--- config.mk ---
export PLATFORM = sky130hd
export DESIGN_NAME = audio_sample_to_int32_converter
export DESIGN_NICKNAME = d
export VERILOG_FILES = /design/src/rtl/asi32_pkg.sv /design/src/rtl/asi32_g711_expand.sv /design/src/rtl/asi32_float_q31.sv /design/src/rtl/audio_sample_to_int32_converter.sv
export SDC_FILE = /design/constraint.sdc
export NUM_CORES = 1
export LEC_CHECK = 0
export ABC_AREA = 1
export CELL_PAD_IN_SITES_DETAIL_PLACEMENT = 0
export CELL_PAD_IN_SITES_GLOBAL_PLACEMENT = 1
export CORE_ASPECT_RATIO = 1.2
export CORE_MARGIN = 3
export CORE_UTILIZATION = 49
export CTS_BUF_LIST = sky130_fd_sc_hd__clkbuf_4 sky130_fd_sc_hd__clkbuf_8
export CTS_CLUSTER_DIAMETER = 120
export DETAILED_ROUTE_END_ITERATION = 16
export DONT_BUFFER_PORTS = 1
export HOLD_SLACK_MARGIN = 0.1
export PLACE_DENSITY = 0.95
export SLEW_MARGIN = 10
export SYNTH_ARGS = -nofsm -noshare
export SYNTH_HDL_FRONTEND = slang
export SYNTH_SLANG_ARGS = --single-unit
--- constraint.sdc ---
create_clock -name clk -period 13 [get_ports clk]
set_input_delay 1.95 -clock clk [delete_from_list [all_inputs] [get_ports clk]]
set_output_delay 1.95 -clock clk [all_outputs]
set_load 0.05 [all_outputs]
--- src/rtl/asi32_pkg.sv ---
// ----------------------------------------------------------------------------
// asi32_pkg
// shared types and constants for the audio sample to int32 converter
// ----------------------------------------------------------------------------
package asi32_pkg;

  // sample format codes, code 7 is unused and converts to zero
  typedef enum logic [2:0] {
    FMT_U8    = 3'd0,
    FMT_S16   = 3'd1,
    FMT_S24   = 3'd2,
    FMT_S32   = 3'd3,
    FMT_F32   = 3'd4,
    FMT_ALAW  = 3'd5,
    FMT_MULAW = 3'd6
  } sample_format_t;

  localparam sample_format_t FMT_RESET = FMT_S16;

  localparam logic [31:0] Q31_MAX = 32'h7FFF_FFFF;
  localparam logic [31:0] Q31_MIN = 32'h8000_0000;

  // g711 companding law select
  typedef enum logic {
    LAW_A  = 1'b0,
    LAW_MU = 1'b1
  } g711_law_t;

endpackage

--- src/rtl/asi32_g711_expand.sv ---
// ----------------------------------------------------------------------------
// asi32_g711_expand
// g.711 a-law or mu-law byte to signed 16-bit linear
// ----------------------------------------------------------------------------
module asi32_g711_expand (
  input  logic [7:0]        code,
  input  asi32_pkg::g711_law_t law,
  output logic [15:0]       linear
);

  logic [7:0]  a;
  logic [2:0]  a_seg;
  logic [15:0] a_mag;
  logic [15:0] a_lin;
  logic [7:0]  u;
  logic [15:0] u_t;
  logic [15:0] u_lin;

  // a-law
  always_comb begin
    a     = code ^ 8'h55;
    a_seg = a[6:4];
    if (a_seg == 3'd0) begin
      a_mag = {8'd0, a[3:0], 4'd0} + 16'd8;
    end else begin
      a_mag = ({8'd0, a[3:0], 4'd0} + 16'h0108) << (a_seg - 3'd1);
    end
    a_lin = a[7] ? a_mag : (16'd0 - a_mag);
  end

  // mu-law
  always_comb begin
    u     = ~code;
    u_t   = ({9'd0, u[3:0], 3'd0} + 16'h0084) << u[6:4];
    u_lin = u[7] ? (16'h0084 - u_t) : (u_t - 16'h0084);
  end

  assign linear = (law == asi32_pkg::LAW_MU) ? u_lin : a_lin;

endmodule

--- src/rtl/asi32_float_q31.sv ---
// ----------------------------------------------------------------------------
// asi32_float_q31
// ieee binary32 to q1.31 with exact round-half-away and saturation
// ----------------------------------------------------------------------------
module asi32_float_q31 (
  input  logic [31:0] bits,
  output logic [31:0] q31
);

  logic        neg;
  logic [7:0]  ex;
  logic [22:0] frac;
  logic [23:0] m;
  logic [54:0] prod;
  logic [7:0]  sh;
  logic [55:0] rnd;
  logic [55:0] sum;
  logic [55:0] shifted;
  logic [31:0] mag;
  logic [31:0] sat;

  always_comb begin
    neg  = bits[31];
    ex   = bits[30:23];
    frac = bits[22:0];
    m    = {1'b1, frac};
    // positive scale is 2^31-1, negative scale is 2^31
    if (neg) begin
      prod = {m, 31'd0};
    end else begin
      prod = {m, 31'd0} - {31'd0, m};
    end
    // shift lies in 24..149 for normal values below one
    sh      = 8'd150 - ex;
    rnd     = 56'd1 << (sh[5:0] - 6'd1);
    sum     = {1'b0, prod} + rnd;
    shifted = sum >> sh[5:0];
    mag     = shifted[31:0];
    sat     = neg ? asi32_pkg::Q31_MIN : asi32_pkg::Q31_MAX;

    if (ex == 8'hFF) begin
      q31 = (frac != 23'd0) ? 32'd0 : sat;
    end else if (ex == 8'd0) begin
      q31 = 32'd0;
    end else if (ex >= 8'd127) begin
      q31 = sat;
    end else if (sh > 8'd55) begin
      // too small to reach the rounding point
      q31 = 32'd0;
    end else begin
      q31 = neg ? (32'd0 - mag) : mag;
    end
  end

endmodule

--- src/rtl/audio_sample_to_int32_converter.sv ---
// ----------------------------------------------------------------------------
// audio_sample_to_int32_converter
// stored audio sample to signed 32-bit linear sample
// ----------------------------------------------------------------------------
// Takes one sample per clock while in_stall is low and returns it as a
// signed q1.31 value (int24 is only sign-extended, not left-justified),
// with the last flag copied alongside. Sample bytes are little-endian in
// raw_sample. sample_format (reset int16) picks uint8, int16, int24, int32,
// float32, a-law or mu-law; code 7 gives zero. Throughput is one transfer
// per cycle while out_stall is low, set by the two-register pipeline: an
// input register, then the conversion logic, then the result register.
// cfg_ready is always high; write the format only while no sample is in flight.
module audio_sample_to_int32_converter (
  input  logic        clk,
  input  logic        rst,
  // input channel
  input  logic        in_valid,
  output logic        in_stall,
  input  logic [31:0] raw_sample,
  input  logic        last_in,
  // output channel
  output logic        out_valid,
  input  logic        out_stall,
  output logic [31:0] linear_sample,
  output logic        last_out,
  // format register write
  input  logic        cfg_valid,
  output logic        cfg_ready,
  input  logic [2:0]  cfg_data
);

  asi32_pkg::sample_format_t sample_format;

  // input register
  logic        s1_valid;
  logic [31:0] s1_raw;
  logic        s1_last;

  // handshake
  logic out_ready;
  logic s1_load;
  logic s1_move;

  // conversion
  logic [15:0] g711_linear;
  logic [31:0] float_q31;
  logic [31:0] result_next;
  asi32_pkg::g711_law_t law;

  assign cfg_ready = 1'b1;

  always_ff @(posedge clk) begin
    if (rst) begin
      sample_format <= asi32_pkg::FMT_RESET;
    end else if (cfg_valid && cfg_ready) begin
      sample_format <= asi32_pkg::sample_format_t'(cfg_data);
    end
  end

  // result register frees up when empty or taken this cycle
  assign out_ready = !out_valid || !out_stall;
  assign s1_move   = s1_valid && out_ready;
  assign in_stall  = s1_valid && !out_ready;
  assign s1_load   = in_valid && !in_stall;

  always_ff @(posedge clk) begin
    if (rst) begin
      s1_valid <= 1'b0;
    end else if (s1_load) begin
      s1_valid <= 1'b1;
    end else if (s1_move) begin
      s1_valid <= 1'b0;
    end
  end

  always_ff @(posedge clk) begin
    if (s1_load) begin
      s1_raw  <= raw_sample;
      s1_last <= last_in;
    end
  end

  assign law = (sample_format == asi32_pkg::FMT_MULAW) ? asi32_pkg::LAW_MU
                                                       : asi32_pkg::LAW_A;

  asi32_g711_expand u_g711 (
    .code   (s1_raw[7:0]),
    .law    (law),
    .linear (g711_linear)
  );

  asi32_float_q31 u_float (
    .bits (s1_raw),
    .q31  (float_q31)
  );

  // format select
  always_comb begin
    case (sample_format)
      asi32_pkg::FMT_U8:    result_next = {s1_raw[7] ^ 1'b1, s1_raw[6:0], 24'd0};
      asi32_pkg::FMT_S16:   result_next = {s1_raw[15:0], 16'd0};
      asi32_pkg::FMT_S24:   result_next = {{8{s1_raw[23]}}, s1_raw[23:0]};
      asi32_pkg::FMT_S32:   result_next = s1_raw;
      asi32_pkg::FMT_F32:   result_next = float_q31;
      asi32_pkg::FMT_ALAW:  result_next = {g711_linear, 16'd0};
      asi32_pkg::FMT_MULAW: result_next = {g711_linear, 16'd0};
      default:              result_next = 32'd0;
    endcase
  end

  // result register
  always_ff @(posedge clk) begin
    if (rst) begin
      out_valid <= 1'b0;
    end else if (out_ready) begin
      out_valid <= s1_valid;
    end
  end

  always_ff @(posedge clk) begin
    if (s1_move) begin
      linear_sample <= result_next;
      last_out      <= s1_last;
    end
  end

  // an accepted sample lands in the input register
  a_load_fills: assert property (@(posedge clk) disable iff (rst)
    s1_load |=> s1_valid)
    else $error("accepted sample did not reach input register");

  // a sample that moves on shows up as a result
  a_move_shows: assert property (@(posedge clk) disable iff (rst)
    s1_move |=> out_valid)
    else $error("converted sample lost before result register");

  // a blocked input register keeps its sample
  a_hold: assert property (@(posedge clk) disable iff (rst)
    (s1_valid && !out_ready) |=> (s1_valid && $stable(s1_raw) && $stable(s1_last)))
    else $error("blocked input register changed");

  // a format write takes effect on the next cycle
  a_cfg: assert property (@(posedge clk) disable iff (rst)
    (cfg_valid && cfg_ready) |=> (sample_format == $past(cfg_data)))
    else $error("format write not taken");

endmodule
==> run metrics, run 1 <==
status=completed; post-route ant nets=0; post-synthesis compound-gate area fraction=0.108; Max clock buf depth=2; most common flop cell mapped by yosys=edfxtp_1; Hold WS=438 ps; sequential cell area fraction in the yosys report=0.131; share of cells above drive strength 1=0.0346; leak pwr=8.58 nW; RSZ-0062 raised after global routing=no; Post-CTS Setup Bufs=0; Worst EP arrival=8860 ps; Max Slew Vio Count=0; die area=34500 um2; leading area contributor after synthesis=nand2_1; #FFs+latches synth=71; Period Utilization, post-route=0.673; Initial Utilization=0.501; Post-Layout Cell Count=3385; CP required=13100 ps; GRT Total Usage=0.407; Synth area leaders=nand2_1 (23%), nand3_1 (18%), edfxtp_1 (13%), inv_1 (11%), nor2_1 (6.7%); Post-Route Utilization=0.513; TNS Setup=0 ps; vias in the first global route=18100; worst-case vdd ir drop=0.0810 mV; GP Congestion=1.19; crit-path max FO=69; htree depth=3; worst min path class=register to register; post-synthesis xor/xnor area fraction=0.0122; post-layout min period=8750 ps; worst setup path class=register to register; DRT Pass-1 Iters=7; CTS root buffer=clkbuf_8; total of max-cap violations=0; final hold vios=0; Avg Inst Size Synth=5.19 um2; setup violators final=0; mux cell area share after synthesis=0.000632; # hold bufs at CTS=0; die width=170 um; largest family of logic cells by synthesized area=simple AND/OR/NAND/NOR gates; Post-Route WL=72600 um; Die Ht=203 um; synthesis-to-layout area growth=2.39%; initial antenna violation count=3; Initial DRC Count=3547; clk_skew=16.6 ps; Post-Place Cells=3366; CTS resizes=0; number of cell rows=71; wire per inst=21.4 um; PortBufs=0; worst-margin pin slew=1060 ps; CP peak stage delay=670 ps; Yosys warning total=0; clock transition at the registers of the reported paths=90 ps; Sink Count=71; largest net degree at the start of global routing=70; clk_lat worst skew=370 ps; # IOs=77; pre-CTS WS=4600 ps; synth unique cells=53; core footprint=31600 um2; adder-cell share of the synthesized area=0.0605; synthesized net count=3170; PwrDens=70.3 nW/um2; DRC violations left=0; # nets final=3093; Post-synth EDFFs=66; asr flop ratio synth=0; Slew HR=0.294; post-route setup slack=4250 ps; top-area cell type share of the netlist area=0.233; DP Wirelength=59800 um; CP max stage cell=inv_1; Synth Cell Area=15800 um2; type of origin of the critical path=register; grt total ovfl=0; Via Count=20400; Num CTS Buffers=9; fmax=0.114 GHz; CTS tree=yes; cell count after synthesis=3053; Simple-Gate Fraction of Synth Area=0.542; first-pass GRT wire length=108000 um; Via-to-Cell Ratio=6.04; crit end category=register
## kinds of logic after synthesis
family	count (synthesis)
other	1
multiplexers	1
flip-flops	71
AO/OA/AOI/OAI	307
AND/OR/NAND/NOR	1977
XOR/XNOR	22
adder cells (fa/ha/maj)	76
buffers and inverters	598
## worst paths after layout
path	from	depth (start not counted)	endpoint	slack (ps)
setup / recovery	s1_raw[23]	41	linear_sample[30]	4250
hold / removal	s1_last	0	last_out	440
setup reg to reg	s1_raw[23]	41	linear_sample[30]	4250
hold reg to reg	s1_last	0	last_out	440
## layout make-up
class	instances	area [um2]
diodes	3	7.51
clock buffers	9	124
clock inverters	7	61.3
fillers	3636	15400
inverters	494	1860
multi-input cells	2384	11500
flip-flops and latches	71	2080
well taps	401	502
repair buffers	16	120
## routing by layer
| metal | global-route usage | up-vias | routed length [um] |
|---|---|---|---|
| met5 | 0 | - | 0 |
| met3 | 0.0798 | 245 | 8280 |
| li1 | - | 9699 | - |
| met2 | 0.602 | 1271 | 30000 |
| met4 | 0.191 | 0 | 4410 |
| met1 | 0.568 | 9234 | 29900 |
## critical path, delay by kind of cell, from the launching register on
family / cells / cell delay (ps)
flip-flops: 1 / 350
AND/OR/NAND/NOR: 29 / 4370
buffers and inverters: 7 / 2240
adder cells (fa/ha/maj): 3 / 1050
AO/OA/AOI/OAI: 2 / 360
## metrics by stage
stage	area, um2	power (mW)
6_report	16200	1.14
5_1_grt	16200	1.21
4_1_cts	16200	1.11
3_5_place_dp	16000	0.943
3_3_place_gp	16000	0.940
2_1_floorplan	15800	0.764
## state kept, by name, indices dropped and copies added, names as in the netlist
register	count
linear_sample	32
s1_raw	32
sample_format	3
last_out	1
out_valid	1
s1_last	1
s1_valid	1
## where the power goes
part / leakage (nW) / internal, mW / total, mW / switching [mW]
clock network: 0.0888 / 0.0728 / 0.172 / 0.0993
registers: 0.685 / 0.268 / 0.306 / 0.0382
logic: 7.81 / 0.179 / 0.662 / 0.483
total: 8.58 / 0.519 / 1.14 / 0.620
## cell usage after synthesis, types with 3 or more instances
library cell,instances
edfxtp_1,66
a211oi_1,3
nor2_1,281
nand2_2,23
nand2_1,985
o21ai_2,3
a21oi_1,119
xor2_1,16
inv_2,14
xnor2_1,6
inv_1,472
nand3_1,556
and2_1,4
nand4_1,39
a311oi_1,3
nor3_1,35
nor2_2,8
buf_1,17
nor4_1,10
o21bai_1,4
a2111oi_0,4
buf_2,29
o22ai_1,33
a31oi_1,6
o21a_1,4
buf_4,6
ha_1,75
clkbuf_1,52
clkinv_1,6
dfxtp_1,5
o211ai_1,6
o21ai_0,96
nand3b_1,12
and3_1,3
o221ai_1,4
o21ai_1,14
nand3_2,6
nor2_4,7
## placed cells by master, fill, tap and decap left out, types with 5 or more instances in the layout
| cell type | Yosys | routed |
|---|---|---|
| nor3_1 | 35 | 35 |
| nor2_1 | 281 | 280 |
| o22ai_1 | 33 | 33 |
| nand2_2 | 23 | 23 |
| nand3_2 | 6 | 6 |
| nor2_4 | 7 | 7 |
| o21ai_0 | 96 | 96 |
| nand3b_1 | 12 | 12 |
| edfxtp_1 | 66 | 66 |
| clkinv_1 | 6 | 6 |
| inv_2 | 14 | 15 |
| o21ai_1 | 14 | 14 |
| nor2_2 | 8 | 9 |
| nand2_1 | 985 | 985 |
| a21oi_1 | 119 | 118 |
| xor2_1 | 16 | 16 |
| dfxtp_1 | 5 | 5 |
| clkbuf_8 | 0 | 9 |
| nor4_1 | 10 | 10 |
| buf_4 | 6 | 16 |
| nand4_1 | 39 | 39 |
| a31oi_1 | 6 | 6 |
| o211ai_1 | 6 | 6 |
| ha_1 | 75 | 75 |
| inv_1 | 472 | 471 |
| nand3_1 | 556 | 556 |
| xnor2_1 | 6 | 6 |
No activity file was read; power rests on OpenSTA's default activity.
==> run 2: changes to the inputs <==
Settings changed: CORE_UTILIZATION 49 to 45, PLACE_DENSITY 0.95 to 0.93.
Clock period 13 ns to 8.12 ns, I/O delays scaled along.
==> run 2 against run 1 <==
Effect of this change:
- via count is 0.54% higher
- die area is 8.6% higher
- non-clock buffer count is 12 higher
- wire length is 2.5% higher
- combinational power is 62% higher
- sequential share of layout area is 0.11 points lower
- core utilization is 3.6 points lower
- cell count is 1.9% higher
- total power is 62% higher
- largest cell class unchanged
==> run metrics, run 2 (synthesized netlist as in run 1, its figures left out) <==
# nets final=3105; CP peak stage delay=720 ps; worst min path class=register to register; setup violators final=0; buffers plus inverters on the worst setup path=5; biggest regs=linear_sample (32), s1_raw (32), sample_format (3); commonest non-fill, non-tap cell in the layout=nand2_1; fmax=0.134 GHz; Max clock buf depth=2; clock power share=0.151; worst setup path class=register to register; worst-margin pin slew=1100 ps; Post-Route Utilization=0.476; # hold bufs at CTS=0; RSZ-0062 raised after global routing=no; clk_skew=12.4 ps; # diodes=0; Via-to-Cell Ratio=5.96; GRT Total Usage=0.386; Reg power frac=0.267; initial antenna violation count=3; grt total ovfl=0; DP Wirelength=61700 um; GP Congestion=1.13; sw frac=0.544; htree depth=3; total of max-cap violations=0; Gate power share=0.582; # IOs=77; CTS root buffer=clkbuf_8; Num CTS Buffers=9; most frequent cells in the layout=nand2_1 (985), nand3_1 (556), inv_1 (471); wire per inst=21.6 um; core footprint=34400 um2; Reg2Reg Depth=40; post-route cell area=16400 um2; Max Slew Vio Count=0; Initial Utilization=0.461; PortBufs=0; status=completed; hold path cells=0; final hold vios=0; vias in the first global route=18400; first-pass GRT wire length=110000 um; Post-CTS Setup Bufs=0; cell-internal power=839 uW; crit-path leading delay family=simple AND/OR/NAND/NOR gates; share of cells above drive strength 1=0.0381; number of cell rows=74; clk_lat worst skew=380 ps; worst-case vdd ir drop=0.159 mV; CP max stage cell=inv_1; Via Count=20600; post-route ant nets=0; TNS Setup=0 ps; synthesis-to-layout area growth=3.31%; Initial DRC Count=3201; Period Utilization, post-route=0.917; die area=37500 um2; Post-DP Area=16200 um2; Worst EP arrival=7560 ps; WP depth=40; Post-Route WL=74400 um; type of origin of the critical path=register; CP required=8240 ps; CTS resizes=0; Design Power=1.84 mW; DRT Pass-1 Iters=7; crit end category=register; die width=177 um; leak pwr=8.64 nW; Slew HR=0.258; fill cell count=3869; DRC violations left=0; post-layout min period=7450 ps; Sink Count=71; Switching Power=1.00 mW; Die Ht=212 um; PwrDens=113 nW/um2; CTS tree=yes; largest net degree at the start of global routing=68; crit-path max FO=22; clock transition at the registers of the reported paths=90 ps
## run 2: path summary, 6_finish.rpt
check | startpoint | end | slack (ps)
worst max register to register | s1_raw[23] | linear_sample[28] | 670
worst max-delay path | s1_raw[23] | linear_sample[28] | 670
worst min register to register | s1_last | last_out | 420
worst min-delay path | s1_last | last_out | 420
## run 2: final cells by class
type                            instances  area (um2)  share of cell area
Multi-Input combinational cell       2384       11500               0.700
Sequential cell                        71        2080               0.127
Clock buffer                            9         124             0.00757
Timing Repair Buffer                   28         210              0.0128
Clock inverter                          7        63.8             0.00390
Tap cell                              456         571              0.0349
Inverter                              494        1860               0.114
## run 2: stage by stage
stage	setup WS, ps	cells	hold slack [ps]
2_1_floorplan	2480	3053	400
3_3_place_gp	1010	3433	405
3_5_place_dp	894	3433	406
4_1_cts	885	3449	426
5_1_grt	106	3449	431
6_report	674	3449	423
## run 2: power groups by stage
stage | registers [mW] | clock network, mW | logic [mW]
3_5_place_dp | 0.498 | 0 | 1.03
2_1_floorplan | 0.482 | 0 | 0.741
6_report | 0.492 | 0.277 | 1.07
3_3_place_gp | 0.498 | 0 | 1.03
5_1_grt | 0.492 | 0.295 | 1.17
4_1_cts | 0.490 | 0.279 | 1.03
## run 2: per-layer routing
layer,vias up,part of all wire,wire length (um),track usage
li1,9723,-,-,-
met1,9284,0.40,30100,0.515
met2,1277,0.43,31800,0.594
met3,269,0.098,7300,0.0630
met4,6,0.069,5150,0.210
met5,-,0.00093,69,0
